[src/hw/rtl/rar_pkg.sv]
`timescale 1ns / 1ps
// ----------------------------------------------------------------------------
// rar_pkg: shared types and constants for the fraction arithmetic unit
// Operand and result widths, operation and status codes, the payload structs
// and the command/status bundles between controller and datapath.
// ----------------------------------------------------------------------------
package rar_pkg;

  localparam int unsigned DATA_WIDTH = 16;
  // magnitudes of products and sums of products
  localparam int unsigned PROD_W     = 2 * DATA_WIDTH;
  localparam int unsigned CNT_W      = $clog2(PROD_W + 1);
  localparam int unsigned NUM_W      = 33;
  localparam int unsigned DEN_W      = 31;

  typedef enum logic [1:0] {
    KIND_ADD = 2'd0,
    KIND_SUB = 2'd1,
    KIND_MUL = 2'd2,
    KIND_DIV = 2'd3
  } kind_e;

  typedef enum logic [1:0] {
    STAT_OK       = 2'd0,
    STAT_ZERO_DEN = 2'd1,
    STAT_DIV_ZERO = 2'd2
  } status_e;

  // multiplier operand pairs
  typedef enum logic [1:0] {
    MS_AN_BD = 2'd0,
    MS_AD_BN = 2'd1,
    MS_AD_BD = 2'd2,
    MS_AN_BN = 2'd3
  } msel_e;

  typedef enum logic [3:0] {
    CMD_NONE      = 4'd0,
    CMD_LOAD      = 4'd1,
    CMD_MUL       = 4'd2,
    CMD_SET_NUM   = 4'd3,
    CMD_SET_DEN   = 4'd4,
    CMD_ACC_NUM   = 4'd5,
    CMD_GCD_INIT  = 4'd6,
    CMD_GCD_STEP  = 4'd7,
    CMD_DIV_NUM   = 4'd8,
    CMD_DIV_DEN   = 4'd9,
    CMD_DIV_STEP  = 4'd10,
    CMD_STORE_OUT = 4'd11
  } cmd_e;

  typedef struct packed {
    logic [1:0]                   kind;
    logic signed [DATA_WIDTH-1:0] a_num;
    logic signed [DATA_WIDTH-1:0] a_den;
    logic signed [DATA_WIDTH-1:0] b_num;
    logic signed [DATA_WIDTH-1:0] b_den;
  } in_t;

  typedef struct packed {
    logic signed [NUM_W-1:0] result_num;
    logic [DEN_W-1:0]        result_den;
    logic [1:0]              status;
  } out_t;

  typedef struct packed {
    cmd_e  cmd;
    msel_e msel;
  } dp_cmd_t;

  typedef struct packed {
    logic [1:0] kind;
    logic       err;
    logic       num_zero;
    logic       gcd_done;
    logic       div_done;
  } dp_stat_t;

endpackage

[src/hw/rtl/rar_dpath.sv]
`timescale 1ns / 1ps
// ----------------------------------------------------------------------------
// rar_dpath: fraction arithmetic datapath
// Holds the operands, forms cross products on one shared multiplier, reduces
// by a binary GCD and divides numerator and denominator by it bit-serially.
// ----------------------------------------------------------------------------
module rar_dpath (
  input  logic              clk_i,
  input  logic              rst_ni,
  input  rar_pkg::in_t      in_data_i,
  input  rar_pkg::dp_cmd_t  cmd_i,
  output rar_pkg::dp_stat_t stat_o,
  output rar_pkg::out_t     out_data_o
);
  import rar_pkg::*;

  in_t                   in_q;
  logic [DATA_WIDTH-1:0] an_mag, ad_mag, bn_mag, bd_mag;
  logic                  an_neg, ad_neg, bn_neg, bd_neg;

  logic [DATA_WIDTH-1:0] op_x, op_y;
  logic                  op_x_neg, op_y_neg;
  logic [PROD_W-1:0]     mul_res;

  logic [PROD_W-1:0]     prod_q, prod_d;
  logic                  prod_neg_q, prod_neg_d;
  logic [PROD_W-1:0]     num_mag_q, num_mag_d, den_mag_q, den_mag_d;
  logic                  num_neg_q, num_neg_d, den_neg_q, den_neg_d;

  logic                  add_neg;
  logic [PROD_W-1:0]     sum_mag;
  logic                  sum_neg;

  logic [PROD_W-1:0]     u_q, u_d, v_q, v_d;
  logic [CNT_W-1:0]      k_q, k_d;
  logic [PROD_W-1:0]     g_q, g_d;
  logic [PROD_W-1:0]     rem_q, rem_d, dq_q, dq_d, qn_q, qn_d;
  logic [CNT_W-1:0]      cnt_q, cnt_d;
  logic [PROD_W:0]       rem_w;
  logic                  rem_ge;

  status_e               stat_val;
  logic [NUM_W-1:0]      q_ext;
  out_t                  out_q, out_d;

  function automatic logic [DATA_WIDTH-1:0] sm_mag(input logic [DATA_WIDTH-1:0] x);
    return x[DATA_WIDTH-1] ? (~x + 1'b1) : x;
  endfunction

  assign an_mag = sm_mag(in_q.a_num);
  assign ad_mag = sm_mag(in_q.a_den);
  assign bn_mag = sm_mag(in_q.b_num);
  assign bd_mag = sm_mag(in_q.b_den);
  assign an_neg = in_q.a_num[DATA_WIDTH-1];
  assign ad_neg = in_q.a_den[DATA_WIDTH-1];
  assign bn_neg = in_q.b_num[DATA_WIDTH-1];
  assign bd_neg = in_q.b_den[DATA_WIDTH-1];

  always_comb begin
    case (cmd_i.msel)
      MS_AN_BD: begin op_x = an_mag; op_y = bd_mag; op_x_neg = an_neg; op_y_neg = bd_neg; end
      MS_AD_BN: begin op_x = ad_mag; op_y = bn_mag; op_x_neg = ad_neg; op_y_neg = bn_neg; end
      MS_AD_BD: begin op_x = ad_mag; op_y = bd_mag; op_x_neg = ad_neg; op_y_neg = bd_neg; end
      MS_AN_BN: begin op_x = an_mag; op_y = bn_mag; op_x_neg = an_neg; op_y_neg = bn_neg; end
      default:  begin op_x = an_mag; op_y = bd_mag; op_x_neg = an_neg; op_y_neg = bd_neg; end
    endcase
  end

  assign mul_res = op_x * op_y;

  // signed-magnitude accumulate; the second term is negated for subtract
  always_comb begin
    add_neg = (prod_neg_q ^ (in_q.kind == KIND_SUB)) && (prod_q != '0);
    if (num_neg_q == add_neg) begin
      sum_mag = num_mag_q + prod_q;
      sum_neg = num_neg_q;
    end else if (num_mag_q >= prod_q) begin
      sum_mag = num_mag_q - prod_q;
      sum_neg = num_neg_q;
    end else begin
      sum_mag = prod_q - num_mag_q;
      sum_neg = add_neg;
    end
    if (sum_mag == '0) begin
      sum_neg = 1'b0;
    end
  end

  always_comb begin
    if (in_q.a_den == '0 || in_q.b_den == '0) begin
      stat_val = STAT_ZERO_DEN;
    end else if (in_q.kind == KIND_DIV && in_q.b_num == '0) begin
      stat_val = STAT_DIV_ZERO;
    end else begin
      stat_val = STAT_OK;
    end
  end

  assign rem_w  = {rem_q, dq_q[PROD_W-1]};
  assign rem_ge = rem_w >= {1'b0, g_q};
  assign q_ext  = NUM_W'(qn_q);

  always_comb begin
    prod_d     = prod_q;
    prod_neg_d = prod_neg_q;
    num_mag_d  = num_mag_q;
    num_neg_d  = num_neg_q;
    den_mag_d  = den_mag_q;
    den_neg_d  = den_neg_q;
    u_d        = u_q;
    v_d        = v_q;
    k_d        = k_q;
    g_d        = g_q;
    rem_d      = rem_q;
    dq_d       = dq_q;
    qn_d       = qn_q;
    cnt_d      = cnt_q;
    out_d      = out_q;
    case (cmd_i.cmd)
      CMD_MUL: begin
        prod_d     = mul_res;
        prod_neg_d = (op_x_neg ^ op_y_neg) && (mul_res != '0);
      end
      CMD_SET_NUM: begin
        num_mag_d = prod_q;
        num_neg_d = prod_neg_q;
      end
      CMD_SET_DEN: begin
        den_mag_d = prod_q;
        den_neg_d = prod_neg_q;
      end
      CMD_ACC_NUM: begin
        num_mag_d = sum_mag;
        num_neg_d = sum_neg;
      end
      CMD_GCD_INIT: begin
        u_d = num_mag_q;
        v_d = den_mag_q;
        k_d = '0;
      end
      CMD_GCD_STEP: begin
        // binary GCD: strip common twos, drop lone twos, halve odd differences
        if (!u_q[0] && !v_q[0]) begin
          u_d = u_q >> 1;
          v_d = v_q >> 1;
          k_d = k_q + 1'b1;
        end else if (!u_q[0]) begin
          u_d = u_q >> 1;
        end else if (!v_q[0]) begin
          v_d = v_q >> 1;
        end else if (u_q >= v_q) begin
          u_d = (u_q - v_q) >> 1;
        end else begin
          v_d = (v_q - u_q) >> 1;
        end
      end
      CMD_DIV_NUM: begin
        g_d   = (u_q | v_q) << k_q;
        rem_d = '0;
        dq_d  = num_mag_q;
        cnt_d = '0;
      end
      CMD_DIV_DEN: begin
        qn_d  = dq_q;
        rem_d = '0;
        dq_d  = den_mag_q;
        cnt_d = '0;
      end
      CMD_DIV_STEP: begin
        rem_d = rem_ge ? PROD_W'(rem_w - {1'b0, g_q}) : rem_w[PROD_W-1:0];
        dq_d  = {dq_q[PROD_W-2:0], rem_ge};
        cnt_d = cnt_q + 1'b1;
      end
      CMD_STORE_OUT: begin
        out_d.status = stat_val;
        if (stat_val != STAT_OK || num_mag_q == '0) begin
          out_d.result_num = '0;
          out_d.result_den = DEN_W'(1);
        end else begin
          out_d.result_num = (num_neg_q ^ den_neg_q) ? (~q_ext + 1'b1) : q_ext;
          out_d.result_den = DEN_W'(dq_q);
        end
      end
      default: begin
      end
    endcase
  end

  always_ff @(posedge clk_i) begin
    if (cmd_i.cmd == CMD_LOAD) begin
      in_q <= in_data_i;
    end
    prod_q     <= prod_d;
    prod_neg_q <= prod_neg_d;
    num_mag_q  <= num_mag_d;
    num_neg_q  <= num_neg_d;
    den_mag_q  <= den_mag_d;
    den_neg_q  <= den_neg_d;
    u_q        <= u_d;
    v_q        <= v_d;
    k_q        <= k_d;
    g_q        <= g_d;
    rem_q      <= rem_d;
    dq_q       <= dq_d;
    qn_q       <= qn_d;
    cnt_q      <= cnt_d;
    out_q      <= out_d;
  end

  assign stat_o.kind     = in_q.kind;
  assign stat_o.err      = (stat_val != STAT_OK);
  assign stat_o.num_zero = (num_mag_q == '0);
  assign stat_o.gcd_done = (u_q == '0) || (v_q == '0);
  assign stat_o.div_done = (cnt_q == CNT_W'(PROD_W));
  assign out_data_o      = out_q;

`ifndef NO_ASSERTIONS
  a_gcd_step_live: assert property (@(posedge clk_i) disable iff (!rst_ni)
    cmd_i.cmd == CMD_GCD_STEP |-> (u_q != '0 && v_q != '0))
    else $error("gcd step issued with a zero operand");

  a_div_nonzero: assert property (@(posedge clk_i) disable iff (!rst_ni)
    cmd_i.cmd == CMD_DIV_STEP |-> g_q != '0)
    else $error("divide step with zero divisor");
`endif

endmodule

[src/hw/rtl/rar_ctrl.sv]
`timescale 1ns / 1ps
// ----------------------------------------------------------------------------
// rar_ctrl: fraction arithmetic sequencer
// Steps the datapath through operand check, cross products, GCD and the two
// divisions, and owns both handshakes and the output valid flag.
// ----------------------------------------------------------------------------
module rar_ctrl (
  input  logic              clk_i,
  input  logic              rst_ni,
  input  logic              in_valid_i,
  output logic              in_stall_o,
  output logic              out_valid_o,
  input  logic              out_stall_i,
  output rar_pkg::dp_cmd_t  cmd_o,
  input  rar_pkg::dp_stat_t stat_i
);
  import rar_pkg::*;

  localparam logic [3:0] S_IDLE  = 4'd0;
  localparam logic [3:0] S_CHECK = 4'd1;
  localparam logic [3:0] S_MUL1  = 4'd2;
  localparam logic [3:0] S_TAKE1 = 4'd3;
  localparam logic [3:0] S_MUL2  = 4'd4;
  localparam logic [3:0] S_TAKE2 = 4'd5;
  localparam logic [3:0] S_MUL3  = 4'd6;
  localparam logic [3:0] S_TAKE3 = 4'd7;
  localparam logic [3:0] S_ZCHK  = 4'd8;
  localparam logic [3:0] S_GCD   = 4'd9;
  localparam logic [3:0] S_DIVN  = 4'd10;
  localparam logic [3:0] S_DIVD  = 4'd11;
  localparam logic [3:0] S_DONE  = 4'd12;

  logic [3:0] state_q, state_d;
  logic       out_valid_q, out_valid_d;
  logic       is_addsub;

  assign is_addsub = (stat_i.kind == KIND_ADD) || (stat_i.kind == KIND_SUB);

  always_comb begin
    state_d     = state_q;
    cmd_o.cmd   = CMD_NONE;
    cmd_o.msel  = MS_AN_BD;
    out_valid_d = out_valid_q && out_stall_i;
    case (state_q)
      S_IDLE: begin
        if (in_valid_i) begin
          cmd_o.cmd = CMD_LOAD;
          state_d   = S_CHECK;
        end
      end
      S_CHECK: begin
        state_d = stat_i.err ? S_DONE : S_MUL1;
      end
      S_MUL1: begin
        cmd_o.cmd  = CMD_MUL;
        cmd_o.msel = (stat_i.kind == KIND_MUL) ? MS_AN_BN : MS_AN_BD;
        state_d    = S_TAKE1;
      end
      S_TAKE1: begin
        cmd_o.cmd = CMD_SET_NUM;
        state_d   = S_MUL2;
      end
      S_MUL2: begin
        cmd_o.cmd  = CMD_MUL;
        cmd_o.msel = (stat_i.kind == KIND_MUL) ? MS_AD_BD : MS_AD_BN;
        state_d    = S_TAKE2;
      end
      S_TAKE2: begin
        if (is_addsub) begin
          cmd_o.cmd = CMD_ACC_NUM;
          state_d   = S_MUL3;
        end else begin
          cmd_o.cmd = CMD_SET_DEN;
          state_d   = S_ZCHK;
        end
      end
      S_MUL3: begin
        cmd_o.cmd  = CMD_MUL;
        cmd_o.msel = MS_AD_BD;
        state_d    = S_TAKE3;
      end
      S_TAKE3: begin
        cmd_o.cmd = CMD_SET_DEN;
        state_d   = S_ZCHK;
      end
      S_ZCHK: begin
        cmd_o.cmd = CMD_GCD_INIT;
        state_d   = stat_i.num_zero ? S_DONE : S_GCD;
      end
      S_GCD: begin
        if (stat_i.gcd_done) begin
          cmd_o.cmd = CMD_DIV_NUM;
          state_d   = S_DIVN;
        end else begin
          cmd_o.cmd = CMD_GCD_STEP;
        end
      end
      S_DIVN: begin
        if (stat_i.div_done) begin
          cmd_o.cmd = CMD_DIV_DEN;
          state_d   = S_DIVD;
        end else begin
          cmd_o.cmd = CMD_DIV_STEP;
        end
      end
      S_DIVD: begin
        if (stat_i.div_done) begin
          state_d = S_DONE;
        end else begin
          cmd_o.cmd = CMD_DIV_STEP;
        end
      end
      S_DONE: begin
        // hold until the output register is free
        if (!out_valid_q || !out_stall_i) begin
          cmd_o.cmd   = CMD_STORE_OUT;
          out_valid_d = 1'b1;
          state_d     = S_IDLE;
        end
      end
      default: begin
        state_d = S_IDLE;
      end
    endcase
  end

  always_ff @(posedge clk_i or negedge rst_ni) begin
    if (!rst_ni) begin
      state_q     <= S_IDLE;
      out_valid_q <= 1'b0;
    end else begin
      state_q     <= state_d;
      out_valid_q <= out_valid_d;
    end
  end

  assign in_stall_o  = (state_q != S_IDLE);
  assign out_valid_o = out_valid_q;

`ifndef NO_ASSERTIONS
  a_valid_from_done: assert property (@(posedge clk_i) disable iff (!rst_ni)
    $rose(out_valid_q) |-> $past(state_q == S_DONE))
    else $error("result valid raised outside the done state");

  a_gcd_holds: assert property (@(posedge clk_i) disable iff (!rst_ni)
    (state_q == S_GCD && !stat_i.gcd_done) |=> state_q == S_GCD)
    else $error("left gcd loop before it converged");
`endif

endmodule

[src/hw/rtl/rational_arith_reduce_unit.sv]
`timescale 1ns / 1ps
// ----------------------------------------------------------------------------
// rational_arith_reduce_unit: signed fraction add/sub/mul/div in lowest terms
// Forms the cross products of two fractions, reduces by their GCD and
// returns a positive denominator, with a status for zero denominators and
// division by a zero fraction.
// ----------------------------------------------------------------------------
//  channel  | handshake               | payload
//  ---------+-------------------------+---------------------------------------
//  in       | in_valid_i / in_stall_o | in_data_i  (kind, a/b num/den)
//  out      | out_valid_o/out_stall_i | out_data_o (result_num, result_den,
//           |                         |             status)
//
// One transaction at a time: from accept to stored result come the fixed
// sequencer states, the binary GCD steps plus one exit step, and two
// bit-serial divisions of numerator and denominator by the GCD.
// Error inputs go to the store right after the operand check; zero
// numerators skip the GCD and both divisions.
// A finished result waits in the output register while the next input is
// taken; a stalled output blocks only the final store.
// Reset clears the sequencer and output valid; no clearing pass.
// ----------------------------------------------------------------------------
module rational_arith_reduce_unit (
  input  logic          clk_i,
  input  logic          rst_ni,
  input  logic          in_valid_i,
  output logic          in_stall_o,
  input  rar_pkg::in_t  in_data_i,
  output logic          out_valid_o,
  input  logic          out_stall_i,
  output rar_pkg::out_t out_data_o
);
  import rar_pkg::*;

  dp_cmd_t  dp_cmd;
  dp_stat_t dp_stat;

  rar_ctrl u_ctrl (
    .clk_i       (clk_i),
    .rst_ni      (rst_ni),
    .in_valid_i  (in_valid_i),
    .in_stall_o  (in_stall_o),
    .out_valid_o (out_valid_o),
    .out_stall_i (out_stall_i),
    .cmd_o       (dp_cmd),
    .stat_i      (dp_stat)
  );

  rar_dpath u_dpath (
    .clk_i      (clk_i),
    .rst_ni     (rst_ni),
    .in_data_i  (in_data_i),
    .cmd_i      (dp_cmd),
    .stat_o     (dp_stat),
    .out_data_o (out_data_o)
  );

endmodule
[config.mk]
export PLATFORM = sky130hd
export DESIGN_NAME = rational_arith_reduce_unit
export DESIGN_NICKNAME = d
export VERILOG_FILES = /design/src/hw/rtl/rar_pkg.sv /design/src/hw/rtl/rar_dpath.sv /design/src/hw/rtl/rar_ctrl.sv /design/src/hw/rtl/rational_arith_reduce_unit.sv
export SDC_FILE = /design/constraint.sdc
export NUM_CORES = 2
export LEC_CHECK = 0
export BUFFER_PORTS_ARGS = -buffer_cell sky130_fd_sc_hd__buf_2
export CORE_AREA = 2 2 305 307
export DETAILED_ROUTE_END_ITERATION = 16
export DIE_AREA = 0 0 307 309
export HOLD_SLACK_MARGIN = 0.12
export SYNTH_ARGS = -nofsm -noshare
export SYNTH_HDL_FRONTEND = slang
export SYNTH_SLANG_ARGS = --single-unit
[constraint.sdc]
create_clock -name clk_i -period 10.85 [get_ports clk_i]
set_input_delay 1.6275 -clock clk_i [delete_from_list [all_inputs] [get_ports clk_i]]
set_output_delay 1.6275 -clock clk_i [all_outputs]
set_load 0.05 [all_outputs]
## Word-level counts from Yosys, hierarchy flattened

Index checks and enable logic that the tools add are counted.

| word-level totals | value |
|---|---|
| register bits after elaboration | 440 |
| output and inout bits | 68 |
| logic and storage cells | 198 |

| cells by class | value |
|---|---|
| order comparisons | 3 |
| shift-type cells | 1 |
| bitwise logic cells | 10 |
| equal/unequal tests | 43 |
| reduce and logical (&&, ||, !) cells | 45 |
| add/subtract/negate cells | 13 |
| muxes and demuxes | 55 |
| $mul | 1 |

Operator list:

| cell | count |
|---|---|
| $mux 32 | 12 |
| $pmux 32 s2 | 4 |
| $sub 32x32->32 | 5 |
| $logic_not 32->1 | 4 |
| $pmux 32 s3 | 1 |
| $add 16x1->16 const B | 4 |
| $ge 32x32->1 | 2 |
| $mux 16 | 4 |
| $not 16->16 | 4 |
| $pmux 16 s2 | 2 |
| $reduce_bool 32->1 | 2 |
| $pmux 4 s13 | 1 |
| $logic_not 16->1 | 3 |
| $mux 4 | 10 |
| $pmux 4 s10 | 1 |
| $eq 4x4->1 const B | 9 |
| $add 33x1->33 const B | 1 |
| $ge 33x32->1 | 1 |
| $not 32->33 | 1 |
| $add 32x32->32 | 1 |
| $eq 4x3->1 const B | 8 |
| $mul 16x16->32 | 1 |
| $or 32x32->32 | 1 |
| $shl 32x6->32 | 1 |
| 34 further kinds | 88 |

## Depth between registers and ports, before layout

| depth | value |
|---|---|
| depth after elaboration | 9 |
| mapped depth | 36 |
| gate-level depth less buffers | 34 |

## Cells and area by module

A second synthesis with hierarchy kept.

| second synthesis, totals | value |
|---|---|
| cells, all modules | 4345 |
| area total of the unflattened synthesis | 40109.7 sq um |

By module, submodules not included:

| module | times used | area each (sq um) | cells an instance |
|---|---|---|---|
| rar_dpath | 1 | 39520.4 | 4262 |
| rar_ctrl | 1 | 589.3 | 83 |

## Worst setup path before layout

Ideal clock, no wire load.

| path | value |
|---|---|
| path kind | register to register |
| start | reg u_ctrl.state_q[2] |
| end | reg u_dpath.prod_neg_q (data pin) |
| data arrival time | 8.410 ns |
| slack | 2.181 ns |
| setup time | 0.259 ns |
| period minus slack after synthesis | 8.669 ns |
| cell stages (with the launch flop) | 33 |
| cells stage by stage | dfrtp_1 > clkbuf_1 > inv_1 > nor3_1 > clkbuf_1 > clkbuf_1 > nor2_1 > a21oi_1 > nand2_1 > fa_1 > inv_1 > fa_1 > inv_1 > fa_1 > inv_1 > fa_1 > fa_1 > inv_1 > fa_1 > inv_1 > ha_1 > a21o_1 > a31o_2 > a31o_2 > a41oi_1 > a21oi_1 > nand2b_1 > a311oi_1 > a221o_1 > a21oi_1 > xnor2_1 > or4_1 > o31a_1 |

| on the way | value |
|---|---|
| word-level cells in the longest chain between the ends | 8 |

Ends and longest elaborated chain:

| what | line | RTL |
|---|---|---|
| start: declaration | rar_ctrl.sv:33 | `logic [3:0] state_q, state_d;` |
| start signal: assignment | rar_ctrl.sv:132 | `state_q <= state_d;` |
| $eq 4x3->1 or $eq 4x2->1 (tied branches) | rar_ctrl.sv:44 | `case (state_q)` |
| $pmux 2 s3 (*) | rar_ctrl.sv:44 |  |
| $eq 2x2->1 (tied with other cells) | rar_dpath.sv:60 | `case (cmd_i.msel)` |
| $reduce_or 2->1 (no line) | -- |  |
| $pmux 16 s2 | rar_dpath.sv:60 |  |
| $mul 16x16->32 (*) | rar_dpath.sv:69 | `assign mul_res = op_x * op_y;` |
| named net u_dpath.mul_res[31] | rar_dpath.sv:23 | `logic [PROD_W-1:0] mul_res;` |
| $reduce_bool 32->1 (*) | rar_dpath.sv:122 | `prod_neg_d = (op_x_neg ^ op_y_neg) && (mul_res != '0);` |
| $logic_and 1x1->1 (*) | rar_dpath.sv:122 |  |
| end signal: assignment | rar_dpath.sv:194 | `prod_neg_q <= prod_neg_d;` |
| end: declaration | rar_dpath.sv:26 | `logic prod_neg_q, prod_neg_d;` |

The timed path passes the listed nets; every way through them passes the cells marked *.
A chain may end at the register's enable or synchronous reset.

## Final worst setup path

| path | value |
|---|---|
| start | reg u_dpath.in_q[2] in the netlist's numbering |
| end | reg u_dpath.prod_neg_q (data pin) |

| on the way | value |
|---|---|
| word-level cells in the longest chain between the ends | 7 |

Ends and longest elaborated chain:

| what | line | RTL |
|---|---|---|
| start: declaration | rar_dpath.sv:17 | `in_t in_q;` |
| start signal: assignment | rar_dpath.sv:191 | `in_q <= in_data_i;` |
| $not 16->16 | rar_dpath.sv:47 | `return x[DATA_WIDTH-1] ? (~x + 1'b1) : x;` |
| $add 16x1->16 | rar_dpath.sv:47 |  |
| $mux 16 (*) | rar_dpath.sv:47 |  |
| $pmux 16 s2 (*) | rar_dpath.sv:60 |  |
| $mul 16x16->32 (*) | rar_dpath.sv:69 |  |
| named net u_dpath.mul_res[31] | rar_dpath.sv:23 |  |
| $reduce_bool 32->1 (*) | rar_dpath.sv:122 |  |
| $logic_and 1x1->1 (*) | rar_dpath.sv:122 |  |

Marked as above.

==> reports/results.ini <==
[outcome]
status=completed

[clocking]
clkSinkCount=440
postCtsSetupBuffers=0
numCtsBuffers=51
cts_buffer_depth=3
ctsHtreeMaxLevel=2
worst_setup_hold_path_clk_slew_ns=0.07
post_cts_resized=0
tritoncts=done
clk_latency_ns=0.62
cts-root-buf=clkbuf_16
cts_hold_buf=0

[sta]
final.min_clock_period_ns=9.68
setup_violations=0
clock.fmax_ghz=0.103
worstMarginPinSlew_ns=1.18
finalHoldViolations=0
max_slew_margin_pct=19.3
final.setup.tns_ns=0
period_share_pct=89.2
slew_violations=0
rsz0062_at_grt=false
skew_ns=0.0266

[global_routing]
grt.total_usage_pct=26.3
grt_max_degree=94
antenna_found_initial=7
grt_overflow_total=0
grt_pass1_vias=31300
grt_pass1_wl_um=192000

[routing]
viasPerCell=5.83
postRouteAntennaNets=0
vias=32500
wl_met1_um=56800
finalWirelength_um=125000
top_layer=met5
post-route-drc-count=0
first_pass_iters=7
wl_met2_um=53800
initialDrtViolationCount=3548
dr_wl_met3_um=11200
wl_per_cell_um=22.5

[floorplan]
rows=111
die_w_um=307
die_y_um=309
start_util_pct=43.7
core_region_area_um2=91400
num_io_pins=138
die_area_um2=94900

[logic_synthesis]
syn_inst=4299
synthTopCellsByCount=inv_1, nand2_1, edfxtp_1, nor2_1, ha_1
ys_types=90
synth_area_um2=39900
syn_nets=4902
synth_ff_type=edfxtp_1
syn_area_per_cell_um2=9.28
ys_seq_elements=440
synth_area_leader_cell=edfxtp_1
synth_top_area_share_pct=32.7
seq_area_frac_synth_pct=33.0
synth_edf_count=435
async_reset_ff_share_pct=1.14
yosys_warnings=0
synth.most_common_cell=inv_1
yosys-top-cells-area=edfxtp_1, ha_1, fa_1

[setup_path]
cpMostUsedCell=fa_1
crit_arrival_ns=10.04
crit_fanout=9
cp-end-kind=flip-flop
worst_ep_required_time_ns=11.22
cp-start-kind=flip-flop
crit_path_max_incr_delay_ns=0.91
critPathKind=reg2reg
cpMaxStageDelayCell=mux2i_1

[hold_path]
hold_path.class=reg2reg

[final_layout]
largest_reg_flops=66
drive_above_1_share_pct=8.79
syn_to_final_growth_pct=8.99
insertedDiodeCount=0
final_net_count=4956

[placed_design]
dpl.hpwl_um=99900
portBuffers=137
place_congestion=0.968

[job]
maxCapViolCount=0

## worst paths after layout
check	from	end	slack, ns	depth (start not counted)
setup / recovery	u_dpath.in_q[2]	u_dpath.prod_neg_q	1.17	29
hold / removal	u_dpath.dq_q[7]	u_dpath.qn_q[7]	0.51	0
setup reg to reg	u_dpath.in_q[2]	u_dpath.prod_neg_q	1.17	29
hold reg to reg	u_dpath.dq_q[7]	u_dpath.qn_q[7]	0.51	0
max in group asynchronous	rst_ni	u_ctrl.state_q[0]	9.88	1
min in group asynchronous	rst_ni	u_ctrl.state_q[1]	0.82	1
## worst max-delay path, delay by kind of cell (launching register included)
kind / cells / cell delay (ns)
AOI/OAI and AO/OA: 10 / 2.53
xor gates and xnor gates: 2 / 0.23
adders and majority gates: 7 / 3.27
buffers and inverters: 3 / 0.14
DFF: 1 / 0.43
muxes: 1 / 0.91
and+or+nand+nor: 6 / 1.88
## cell usage in the layout, fill, tap and decap left out, types with 65 or more instances in the layout
cell type / instances
inv_1: 480
nor2_1: 409
nor2b_1: 65
xor2_1: 78
buf_2: 137
nand2_1: 441
fa_1: 200
xnor2_1: 155
a21oi_1: 268
and2_1: 74
ha_1: 333
edfxtp_1: 435
o21ai_0: 157
## metrics by stage
step           setup WS [ns]  instance area [um^2]  std cells  hold slack (ns)  utilization [%]
2_1_floorplan           2.18                 39900       4299            0.442                -
3_3_place_gp            1.57                 41900       5486            0.517             45.8
3_5_place_dp            1.29                 41900       5486            0.513             45.8
4_1_cts                 1.26                 43500       5576            0.526             47.6
5_1_grt                0.522                 43500       5576            0.554             47.6
6_report                1.17                 43500       5576            0.510             47.6
## logic make-up after synthesis
logic type | after synthesis | share of synthesized area, %
muxes | 113 | 3.46
adders and majority gates | 533 | 20.5
DFF | 440 | 33.0
xor gates and xnor gates | 235 | 5.16
buffers and inverters | 672 | 6.38
AOI/OAI and AO/OA | 935 | 15.5
and+or+nand+nor | 1371 | 16.0
## metal layers
metal | vias to the layer above | track usage (%)
met5 | - | 0
met1 | 15900 | 38.3
met4 | 4 | 6.90
met3 | 193 | 5.16
met2 | 1333 | 40.0
li1 | 15100 | -
## area by class of cell
type | count | area, um^2
clock buffer | 57 | 1300
inverter | 483 | 1810
fill | 8741 | 47900
tap | 1186 | 1480
sequential | 440 | 13200
clock inverter | 33 | 313
multi-input combinational | 3187 | 24300
timing repair buffer | 190 | 1080
Power is left out: the tool's default activity adds up to more than one toggle a clock period on the data nets, which glitch-free logic cannot reach.
